`config.mk`:
```
export PLATFORM = sky130hd
export DESIGN_NAME = slva_ram
export DESIGN_NICKNAME = d
export VERILOG_FILES = /design/src/hw/rtl/slva_ram.sv
export SDC_FILE = /design/constraint.sdc
export NUM_CORES = 2
export LEC_CHECK = 0
export BUFFER_PORTS_ARGS = -buffer_cell sky130_fd_sc_hd__clkbuf_2
export CORE_MARGIN = 5
export CORE_UTILIZATION = 50
export CTS_CLUSTER_DIAMETER = 120
export CTS_CLUSTER_SIZE = 20
export DETAILED_ROUTE_END_ITERATION = 7
export PLACE_DENSITY = 0.65
export REMOVE_ABC_BUFFERS = 1
export SYNTH_ARGS = -nofsm -noshare
export SYNTH_HDL_FRONTEND = slang
export SYNTH_SLANG_ARGS = --single-unit
```
`constraint.sdc`:
```
create_clock -name clk -period 4.3 [get_ports clk]
set_clock_uncertainty 0.05 [all_clocks]
set_input_delay 0.43 -clock clk [delete_from_list [all_inputs] [get_ports clk]]
set_output_delay 0.43 -clock clk [all_outputs]
set_load 0.005 [all_outputs]
```
`src/hw/rtl/slva_ram.sv`:
```
module slva_ram #(
  parameter int WIDTH = 24,
  parameter int DEPTH = 128
) (
  input  logic                     clk,
  input  logic                     we,
  input  logic [$clog2(DEPTH)-1:0] waddr,
  input  logic [WIDTH-1:0]         wdata,
  input  logic [$clog2(DEPTH)-1:0] raddr,
  output logic [WIDTH-1:0]         rdata
);
  logic [WIDTH-1:0] mem [DEPTH];

  always_ff @(posedge clk) begin
    if (we) begin
      mem[waddr] <= wdata;
    end
    rdata <= mem[raddr];
  end
endmodule

```
==> metrics.md <==
| Metric | Value |
|---|---|
| Status | `finished clean` |
| Die Span Y | `between 400 and 500 um` |
| Crit path kind | `input pin to flop` |
| Final net count | `4878` |
| CP max FO | `28` |
| Avg Cell Area, Syn | `about 26 um^2` |
| Synth area leader | `edfxtp_1` |
| Leakage Power | `a little under 40 nW` |
| I/O pin count | `64` |
| Pwr Total | `between 50 and 60 mW` |
| Period Utilization, post-route | `about two thirds` |
| Met1 WL | `between 100000 and 150000 um` |
| Setup TNS | `0 ns` |
| CTS root buf | `clkbuf_16` |
| Fin. Hold Viols | `0` |
| CTS resizes | `0` |
| Pre-Repair DR Iteration Count | `7` |
| Worst slew pin tran | `about 1.3 ns` |
| Vias in the first global route | `approximately 52000` |
| Routed WL | `~280000 um` |
| Drt drc | `0` |
| Port bufs | `63` |
| Largest net degree at the start of global routing | `approximately 110` |
| Initial antenna violation count | `34` |
| Post-CTS Hold Fix Bufs | `0` |
| Startpoint Class | `input pin` |
| Commonest non-fill, non-tap cell in the layout | `edfxtp_1` |
| FP Rows | `177` |
| Die area | `245000 um^2` |
| Hold WS | `around 0.081 ns` |
| Clock Latency Late Sink | `0.87 ns` |
| Placer Congestion | `approximately 0.77` |
| Critical path data required time | `roughly 5 ns` |
| Clock transition at path regs | `approximately 0.08 ns` |
| Post-layout instance area | `129000 um^2` |
| Vias post-DR | `between 50000 and 60000` |
| PwrDens | `412 nW/um^2` |
| Yosys warning total | `0` |
| Met3 wire length | `roughly 30000 um` |
| Seq/Total Area, Yosys | `79.0%` |
| Initial Util | `between 50% and 60%` |
| Placed cell area | `~120000 um^2` |
| Final ANT Viol Nets | `0` |
| CTS tree | `built` |
| Final design utilization | `a little under three fifths` |
| Crit path arrival time | `~3.5 ns` |
| Synth area leaders | `edfxtp_1, mux4_2, clkbuf_1` |
| Register-to-Register Setup Slack | `around 1.7 ns` |
| Dpl hpwl | `between 150000 and 200000 um` |
| Postcts setup bufs | `0` |
| Mapped Cells | `around 4500` |
| Crit-path max cell delay | `about 0.63 ns` |
| Core area | `~230000 um^2` |
| WL per Instance | `between 30 and 40 um` |
| Commonest cells after routing, fill and taps aside | `edfxtp_1, mux4_2, buf_4` |
| Post-route setup slack | `~1.5 ns` |
| Max Cap Viol | `0` |
| Layout cells sized above 1 | `a little over a third` |
| Yosys reg bits | `between 3000 and 4000` |
| RSZ-0062 raised after global routing | `false` |
| GRT overflow | `0` |
| Final Max Slew Viols | `0` |
| Vias/cell | `about 6.4` |
| Critical Path, Cell by Cell | `buf_12, buf_12, buf_12, buf_4, mux4_2, mux4_2, mux4_2, mux2_2` |
| Worst Setup End Kind | `flop` |
| Non-filler cells, final | `between 8000 and 9000` |
| Clk buf depth | `3` |
| CTS buffer count | `173` |
| Detailed Route Iter0 Violations | `slightly below 7000` |
| Clock Sinks | `between 3000 and 4000` |
| Place WS | `about 0.56 ns` |
| WL met2 | `about 140000 um` |
| Unique masters post-synth | `16` |
| Worst Hold Class | `input pin to flop` |
| FILL cells | `16647` |
| Synth-to-layout area growth | `10.2%` |
| Horiz. Die Dim | `a little under 500 um` |
| Max rail drop VDD | `between 400 and 500 uV` |
| Minimum clock period | `around 2.8 ns` |
| Gr usage total | `about a quarter` |
| CP top delay family | `multiplexers` |
| Relative slew slack | `between 10% and 20%` |
| CTS H-tree lvls | `4` |
| Max Fclk | `approximately 350 MHz` |
| Placed cells | `7795` |
| CP max-delay cell | `mux4_2` |
| Top Layer Used | `met5` |
| First-pass GRT wire length | `approximately 400000 um` |
| Setup-failing EPs final | `0` |
| Synth Cell Area | `117000 um^2` |
| Share of Yosys cell area claimed by the top area cell type | `78.6%` |
| CP Buf/Inv Count | `4` |
[cell type report]
type | count | area [um^2] | area share, %
timing repair buffer | 365 | 3390 | 2.62
tap | 3132 | 3920 | 3.03
multi-input combinational | 1202 | 24400 | 18.9
antenna | 19 | 47.5 | 0.0368
sequential | 3096 | 92700 | 71.7
clock inverter | 8 | 87.6 | 0.0677
clock buffer | 236 | 4710 | 3.65
[path summary, 6_finish.rpt]
| path | start | endpoint | cells past startpoint |
|---|---|---|---|
| hold / removal | wdata[0] | mem[32][0] | 1 |
| hold reg to reg | mem[60][23] | rdata[23] | 4 |
| setup / recovery | raddr[0] | rdata[5] | 8 |
| setup reg to reg | mem[64][23] | rdata[23] | 4 |
[logic make-up after synthesis]
kind of cell / count (synthesis) / synth area share, %
flip-flops: 3096 / 79.0
multiplexers: 1032 / 19.6
buffers and inverters: 240 / 0.838
AND/OR/NAND/NOR: 170 / 0.594
[cells in the mapped netlist]
cell type,instances
buf_6,1
buf_2,60
dfxtp_1,24
nand4_1,3
edfxtp_1,3072
nor2b_1,7
nor3_1,9
or3_1,1
mux4_2,1008
clkbuf_1,151
buf_1,28
mux2_2,24
nand2_1,14
nor2_1,122
nand2b_1,2
nand3_1,12
[routing by layer]
metal,up-vias,GRT usage (%)
li1,20350,-
met1,28592,33.3
met2,2322,36.9
met3,321,6.18
met4,2,6.53
met5,-,0
[sequential cells by signal, summed over array words and instances (netlist names)]
name / count
mem: 3072
rdata: 24
[power by group]
| group | internal [mW] | total [mW] | switching, mW |
|---|---|---|---|
| clock | 7.65 | 16.8 | 9.12 |
| sequential | 33.3 | 33.4 | 0.0934 |
| combinational | 1.29 | 3.14 | 1.85 |
| total | 42.2 | 53.3 | 11.1 |
(Power assumes the default switching activity.)
