--- src/hw/rtl/slva_pkg.sv ---
package slva_pkg;

  localparam int IW     = 7;   // vertex / entry index
  localparam int PW     = 20;  // Q12.8 coordinate
  localparam int NW     = 16;  // Q1.14 unit component
  localparam int CW     = 8;   // color channel
  localparam int DW     = 21;  // vertex - light difference
  localparam int SQW    = 42;  // squared length
  localparam int DSW    = 21;  // distance
  localparam int QW     = 15;  // unit quotient magnitude
  localparam int RW     = 23;  // divider remainder
  localparam int FW     = 17;  // Q.16 factors, at most 1.0
  localparam int CFG_IW = 3;
  localparam int CFG_DW = 60;

  localparam logic OP_LIGHT = 1'b0;
  localparam logic OP_CLEAR = 1'b1;

  typedef enum logic [CFG_IW-1:0] {
    REG_LIGHT_POSITION  = 3'd0,
    REG_LIGHT_DIRECTION = 3'd1,
    REG_LIGHT_COLOR     = 3'd2,
    REG_CONE_COS_MIN    = 3'd3,
    REG_CONE_SCALE      = 3'd4,
    REG_RANGE_MAX       = 3'd5,
    REG_RANGE_SCALE     = 3'd6
  } cfg_reg_t;

  typedef struct packed {
    logic [2:0][PW-1:0] pos;
    logic [2:0][NW-1:0] dir;
    logic [2:0][CW-1:0] color;
    logic signed [15:0] cos_min;
    logic [23:0]        cone_scale;
    logic [18:0]        range_max;
    logic [23:0]        range_scale;
  } light_cfg_t;

  typedef struct packed {
    logic [2:0][PW-1:0] pos;
    logic [2:0][NW-1:0] nrm;
  } vertex_t;

  typedef struct packed {
    logic               done;
    logic [2:0][CW-1:0] color;
  } math_res_t;

endpackage

--- src/hw/rtl/slva_math.sv ---
module slva_math (
  input  logic                   clk,
  input  logic                   rst_n,
  input  logic                   start,
  input  logic                   ack,
  input  slva_pkg::light_cfg_t   cfg,
  input  slva_pkg::vertex_t      vtx,
  output slva_pkg::math_res_t    res
);
  import slva_pkg::*;

  typedef enum logic [5:0] {
    M_IDLE = 6'b000001,
    M_SQ   = 6'b000010,
    M_ROOT = 6'b000100,
    M_DIV  = 6'b001000,
    M_MUL  = 6'b010000,
    M_DONE = 6'b100000
  } mstate_t;

  localparam logic [4:0] SQ_LAST   = 5'd2;
  localparam logic [4:0] ROOT_LAST = 5'd20;
  localparam logic [4:0] DIV_LAST  = 5'd14;
  localparam logic [4:0] ST_NDOT   = 5'd3;
  localparam logic [4:0] ST_CONE   = 5'd6;
  localparam logic [4:0] ST_RNG    = 5'd7;
  localparam logic [4:0] ST_F1     = 5'd8;
  localparam logic [4:0] ST_F      = 5'd9;
  localparam logic [4:0] ST_COL    = 5'd10;
  localparam logic [4:0] MUL_LAST  = 5'd12;

  localparam logic signed [58:0] LIM44 = 59'sd1 <<< 44;
  localparam logic signed [58:0] LIM24 = 59'sd1 <<< 24;
  localparam logic signed [33:0] LIM28 = 34'sd1 <<< 28;
  localparam logic [FW-1:0]      ONE   = FW'(1) << 16;

  mstate_t    state_r, state_nxt;
  logic [4:0] step_r, step_nxt;

  logic signed [DW-1:0]  d_r   [3];
  logic signed [NW-1:0]  nrm_r [3];
  logic [SQW-1:0]        sq_r, rres_r, rbit_r;
  logic [RW-1:0]         drem_r [3];
  logic [QW-1:0]         q_r    [3];
  logic [2:0]            neg_r;
  logic signed [32:0]    cdot_r, ndot_r;
  logic signed [33:0]    a_r;
  logic signed [21:0]    rd_r;
  logic [FW-1:0]         cone_r, rng_r, dif_r, f1_r, f_r;
  logic [2:0][CW-1:0]    col_r;

  logic [DSW-1:0]        dlen;
  logic [SQW:0]          trial;
  logic [DW-1:0]         mag [3];
  logic signed [NW-1:0]  u   [3];
  logic signed [33:0]    nn;
  logic [1:0]            lane;
  logic signed [33:0]    ma;
  logic signed [24:0]    mb;
  logic signed [58:0]    mp;

  assign dlen  = rres_r[DSW-1:0];
  assign trial = {1'b0, rres_r} + {1'b0, rbit_r};
  assign nn    = -34'(ndot_r);

  always_comb begin
    for (int i = 0; i < 3; i++) begin
      mag[i] = d_r[i][DW-1] ? DW'(-d_r[i]) : DW'(d_r[i]);
      u[i]   = neg_r[i] ? -$signed({1'b0, q_r[i]}) : $signed({1'b0, q_r[i]});
    end
  end

  // one shared multiplier, operands picked by phase and step
  always_comb begin
    ma   = '0;
    mb   = '0;
    lane = step_r[1:0];
    case (state_r)
      M_SQ: begin
        ma = 34'(d_r[lane]);
        mb = 25'(d_r[lane]);
      end
      M_MUL: begin
        if (step_r inside {[5'd0:5'd2]}) begin
          ma = 34'(u[lane]);
          mb = 25'($signed(cfg.dir[lane]));
        end else if (step_r inside {[ST_NDOT:ST_NDOT + 5'd2]}) begin
          lane = 2'(step_r - ST_NDOT);
          ma   = 34'(nrm_r[lane]);
          mb   = 25'(u[lane]);
        end else if (step_r == ST_CONE) begin
          ma = a_r;
          mb = 25'({1'b0, cfg.cone_scale});
        end else if (step_r == ST_RNG) begin
          ma = 34'(rd_r);
          mb = 25'({1'b0, cfg.range_scale});
        end else if (step_r == ST_F1) begin
          ma = 34'({1'b0, dif_r});
          mb = 25'({1'b0, cone_r});
        end else if (step_r == ST_F) begin
          ma = 34'({1'b0, f1_r});
          mb = 25'({1'b0, rng_r});
        end else begin
          lane = 2'(step_r - ST_COL);
          ma   = 34'({1'b0, cfg.color[lane]});
          mb   = 25'({1'b0, f_r});
        end
      end
      default: ;
    endcase
  end

  assign mp = ma * mb;

  always_comb begin
    state_nxt = state_r;
    step_nxt  = step_r + 5'd1;
    case (state_r)
      M_IDLE: begin
        step_nxt = '0;
        if (start) state_nxt = M_SQ;
      end
      M_SQ: begin
        if (step_r == SQ_LAST) begin
          state_nxt = M_ROOT;
          step_nxt  = '0;
        end
      end
      M_ROOT: begin
        if (step_r == ROOT_LAST) begin
          state_nxt = M_DIV;
          step_nxt  = '0;
        end
      end
      M_DIV: begin
        if (dlen == '0) begin
          state_nxt = M_DONE;
        end else if (step_r == DIV_LAST) begin
          state_nxt = M_MUL;
          step_nxt  = '0;
        end
      end
      M_MUL: begin
        if (step_r == MUL_LAST) state_nxt = M_DONE;
      end
      M_DONE: begin
        step_nxt = '0;
        if (ack) state_nxt = M_IDLE;
      end
      default: begin
        state_nxt = M_IDLE;
        step_nxt  = '0;
      end
    endcase
  end

  always_ff @(posedge clk) begin
    if (!rst_n) begin
      state_r <= M_IDLE;
      step_r  <= '0;
    end else begin
      state_r <= state_nxt;
      step_r  <= step_nxt;
    end
  end

  always_ff @(posedge clk) begin
    case (state_r)
      M_IDLE: begin
        for (int i = 0; i < 3; i++) begin
          d_r[i]   <= DW'($signed(vtx.pos[i])) - DW'($signed(cfg.pos[i]));
          nrm_r[i] <= $signed(vtx.nrm[i]);
        end
        sq_r   <= '0;
        rres_r <= '0;
        rbit_r <= SQW'(1) << (SQW - 2);
        cdot_r <= '0;
        ndot_r <= '0;
      end
      M_SQ: sq_r <= sq_r + mp[SQW-1:0];
      M_ROOT: begin
        // one result bit per step, sq_r holds the remainder
        if ({1'b0, sq_r} >= trial) begin
          sq_r   <= sq_r - trial[SQW-1:0];
          rres_r <= (rres_r >> 1) + rbit_r;
        end else begin
          rres_r <= rres_r >> 1;
        end
        rbit_r <= rbit_r >> 2;
        for (int i = 0; i < 3; i++) begin
          drem_r[i] <= RW'(mag[i]);
          q_r[i]    <= '0;
          neg_r[i]  <= d_r[i][DW-1];
        end
      end
      M_DIV: begin
        if (dlen == '0) begin
          col_r <= '0;
        end else begin
          // |d|/dist <= 1, so the quotient starts at the 2^14 bit
          for (int i = 0; i < 3; i++) begin
            if (drem_r[i] >= RW'(dlen)) begin
              drem_r[i] <= RW'((drem_r[i] - RW'(dlen)) << 1);
              q_r[i]    <= {q_r[i][QW-2:0], 1'b1};
            end else begin
              drem_r[i] <= drem_r[i] << 1;
              q_r[i]    <= {q_r[i][QW-2:0], 1'b0};
            end
          end
        end
      end
      M_MUL: begin
        if (step_r inside {[5'd0:5'd2]}) begin
          cdot_r <= cdot_r + 33'(mp);
        end else if (step_r inside {[ST_NDOT:ST_NDOT + 5'd2]}) begin
          ndot_r <= ndot_r + 33'(mp);
        end else if (step_r == ST_CONE) begin
          if (mp < 0)          cone_r <= '0;
          else if (mp > LIM44) cone_r <= ONE;
          else                 cone_r <= mp[44:28];
        end else if (step_r == ST_RNG) begin
          if (mp < 0)          rng_r <= '0;
          else if (mp > LIM24) rng_r <= ONE;
          else                 rng_r <= mp[24:8];
          if (nn < 0)          dif_r <= '0;
          else if (nn > LIM28) dif_r <= ONE;
          else                 dif_r <= nn[28:12];
        end else if (step_r == ST_F1) begin
          f1_r <= mp[32:16];
        end else if (step_r == ST_F) begin
          f_r <= mp[32:16];
        end else begin
          col_r[lane] <= mp[23:16];
        end
        if (step_r == ST_NDOT) begin
          a_r  <= 34'(cdot_r) - (34'(cfg.cos_min) <<< 14);
          rd_r <= $signed({3'b000, cfg.range_max}) - $signed({1'b0, dlen});
        end
      end
      default: ;
    endcase
  end

  assign res.done  = (state_r == M_DONE);
  assign res.color = col_r;

endmodule

--- config.mk ---
export PLATFORM = sky130hd
export DESIGN_NAME = slva_math
export DESIGN_NICKNAME = d
export VERILOG_FILES = /design/src/hw/rtl/slva_pkg.sv /design/src/hw/rtl/slva_math.sv
export SDC_FILE = /design/constraint.sdc
export NUM_CORES = 2
export LEC_CHECK = 0
export BUFFER_PORTS_ARGS = -buffer_cell sky130_fd_sc_hd__buf_2
export CORE_UTILIZATION = 40
export DETAILED_ROUTE_END_ITERATION = 10
export PLACE_DENSITY = 0.61
export SLEW_MARGIN = 15
export SYNTH_ARGS = -nofsm -noshare
export SYNTH_HDL_FRONTEND = slang
export SYNTH_SLANG_ARGS = --single-unit
--- constraint.sdc ---
create_clock -name clk -period 18.7 [get_ports clk]
set_input_delay 0.935 -clock clk [delete_from_list [all_inputs] [get_ports clk]]
set_output_delay 0.935 -clock clk [all_outputs]
set_load 0.02 [all_outputs]
==> metrics.yaml <==
critical_path:
  worst_path_max_delay_cell: "a211oi_1"
  start_kind: "flop"
  crit_top_cell: "fa_1"
  crit_required_ns: 19.10
  critPathCaptureType: "flop"
  cp_max_fo: 28
  critPathArrivalTime_ns: 15.65
  critPathKind: "reg -> reg"
  slowest_delay_ns: 1.16
routing:
  viasPerCell: 5.66
  routed-via-count: 62000
  first_pass_iters: 10
  wl_per_cell_um: 24.2
  drtAntennaViolNets: 0
  drt_wl_total_um: 266000
  route.detailed.drc: 0
  initialDrtViolationCount: 5845
placed_design:
  hpwl_um: 211000
  dpl_cell_area_um2: 79200
  place_congestion: 0.989
  io_buffers: 351
  place_ws_ns: 3.72
synth:
  synth-warning-count: 0
  synthCells: 8232
  synthesis.area_um2: 74300
  synth_top_area_frac: 0.236
  ys_top_cells_by_area: "fa_1 (24%), edfxtp_1 (23%), ha_1 (8.8%)"
  synth_edf_count: 562
  synthFlopType: "edfxtp_1"
  yosys.area.top_type: "fa_1"
  ys_ff_latch: 575
  syn_nets: 9956
  synthDistinctLibCells: 110
  syn_area_per_cell_um2: 9.03
  synthArstFlopShare: 0
  ys_seq_area_frac: 0.231
power_and_ir_drop:
  peakVddDrop_mv: 0.0973
  swShare: 0.478
  power_frac_comb: 0.582
  power.internal_mw: 4.66
  design_power_total_mw: 8.92
  clock_power_share: 0.153
  p_sw_mw: 4.26
  leakagePower_nw: 36.2
  power_frac_seq: 0.265
  power_density_nw_per_um2: 110
sta:
  post-route-period-util: 0.815
  tightest_slew_ns: 1.37
  finClkSkew_ns: 0.0402
  slew_headroom: 0.0814
  setup_ws_ns: 3.45
  period_needed_ns: 15.25
  fin_tns_setup_ns: 0
  hold_viol: 0
  grt_setup_unrepaired: "no"
  slew_violations: 0
  setup_viol: 0
  fmax_mhz: 65.6
clock_network:
  cts_buffers: 67
  cts_resized: 0
  clock_path_buffers: 3
  clockRootBuffer: "clkbuf_16"
  clock_sinks: 575
  insertion_delay_ns: 0.68
  holdBufCountCts: 0
  htree_levels: 3
  cts_setup_buffers: 0
  path_clk_slew_ns: 0.06
  cts_tree: "done"
global_routing:
  grt_start_max_net_pins: 95
  antenna_found_initial: 7
  globalRouteOverflowTotal: 0
  grt.total_usage: 0.282
  grt_pass1_wl_um: 397000
  grt_pass1_vias: 63100
floorplanning:
  fp.dieH_um: 433
  ios: 352
  core_um2: 184000
  die_w_um: 433
  initial_utilization: 0.404
  die_area_um2: 187000
  std_cell_rows: 157
run_status:
  status: "completed"
final_layout:
  nNetsFinal: 10200
  final_area_um2: 81400
  drive_above_1_share: 0.0911
  area_delta_synth_final_pct: 9.56
worst_hold_path:
  hold_class: "in -> reg"
run:
  drv_cap: 0
-- cell type report --
cell class,instances,area (um^2)
Fill cell,18000,102000
Inverter,1142,4290
Clock buffer,75,1710
Sequential cell,575,17100
Antenna cell,3,7.51
Timing Repair Buffer,486,2770
Tap cell,2464,3080
Multi-Input combinational cell,6175,51900
Clock inverter,45,479
-- metrics by stage --
stage               hold WS, ns  std cells  utilization
floorplan                 0.433       8232            -
global placement          0.442      10800        0.431
detailed placement        0.447      10800        0.431
CTS                       0.381      11000        0.443
global route              0.413      11000        0.443
finish                    0.436      11000        0.443
-- power by group through the flow --
stage               logic [mW]  clock network (mW)  registers (mW)
floorplan                 3.75                   0            2.20
global placement          5.04                   0            2.37
detailed placement        5.09                   0            2.37
CTS                       5.14                1.39            2.35
global route              5.71                1.42            2.39
finish                    5.19                1.36            2.36
-- path summary, 6_finish.rpt --
kind                                start            to  slack, ns  cells past startpoint
worst max-delay path            step_r[1]      sq_r[41]       3.45                     47
worst min-delay path              vtx[10]  nrm_r[0][10]       0.44                      1
worst max register to register  step_r[1]      sq_r[41]       3.45                     47
worst min register to register  cdot_r[7]        a_r[7]       0.46                      0
-- synth_stat cells, types with 133 or more instances --
cell / n
nand2_1: 982
nor3_1: 133
edfxtp_1: 562
fa_1: 877
a21o_1: 137
xnor2_1: 249
clkbuf_1: 297
ha_1: 520
a21oi_1: 392
xor2_1: 210
o21ai_0: 306
inv_1: 1140
nor2_1: 842
-- critical path, delay by kind of cell, from the launching register on --
family          cells  cell delay (ns)
xor+xnor            2             0.31
flops               1             0.80
mux                 1             0.30
buf+inv             7             1.05
compound gates     15             5.27
fa+ha+maj          10             4.30
simple gates       12             2.92
-- layout by cell type, fill, tap and decap left out, types with 137 or more instances in the layout --
master    synthesis  layout
o21ai_0         306     298
fa_1            877     876
xnor2_1         249     246
nor2_1          842     834
inv_1          1140    1138
ha_1            520     520
edfxtp_1        562     562
a21oi_1         392     392
a21o_1          137     137
nand2_1         982     978
buf_2             6     351
xor2_1          210     210
-- kinds of logic after synthesis --
group | synth area share
adders and majority gates | 0.324
and+or+nand+nor | 0.161
buffers and inverters | 0.0752
AOI/OAI and AO/OA | 0.135
DFF | 0.231
xor gates and xnor gates | 0.0548
muxes | 0.0188
-- state kept, by name (all words and copies together), names as in the netlist, 24 cells and up --
name and count:
drem_r 69, nrm_r 48, d_r 63, q_r 45, sq_r 42, res 24, cdot_r 33, ndot_r 33
rres_r 42, a_r 34
-- metal layers --
metal  vias up  global-route usage  share of wire
met4         0               0.185          0.076
met5         -                   0              0
met1     30900               0.343           0.39
li1      28000                   -              -
met2      2528               0.468           0.47
met3       640              0.0378          0.063
(Power assumes the default switching activity.)
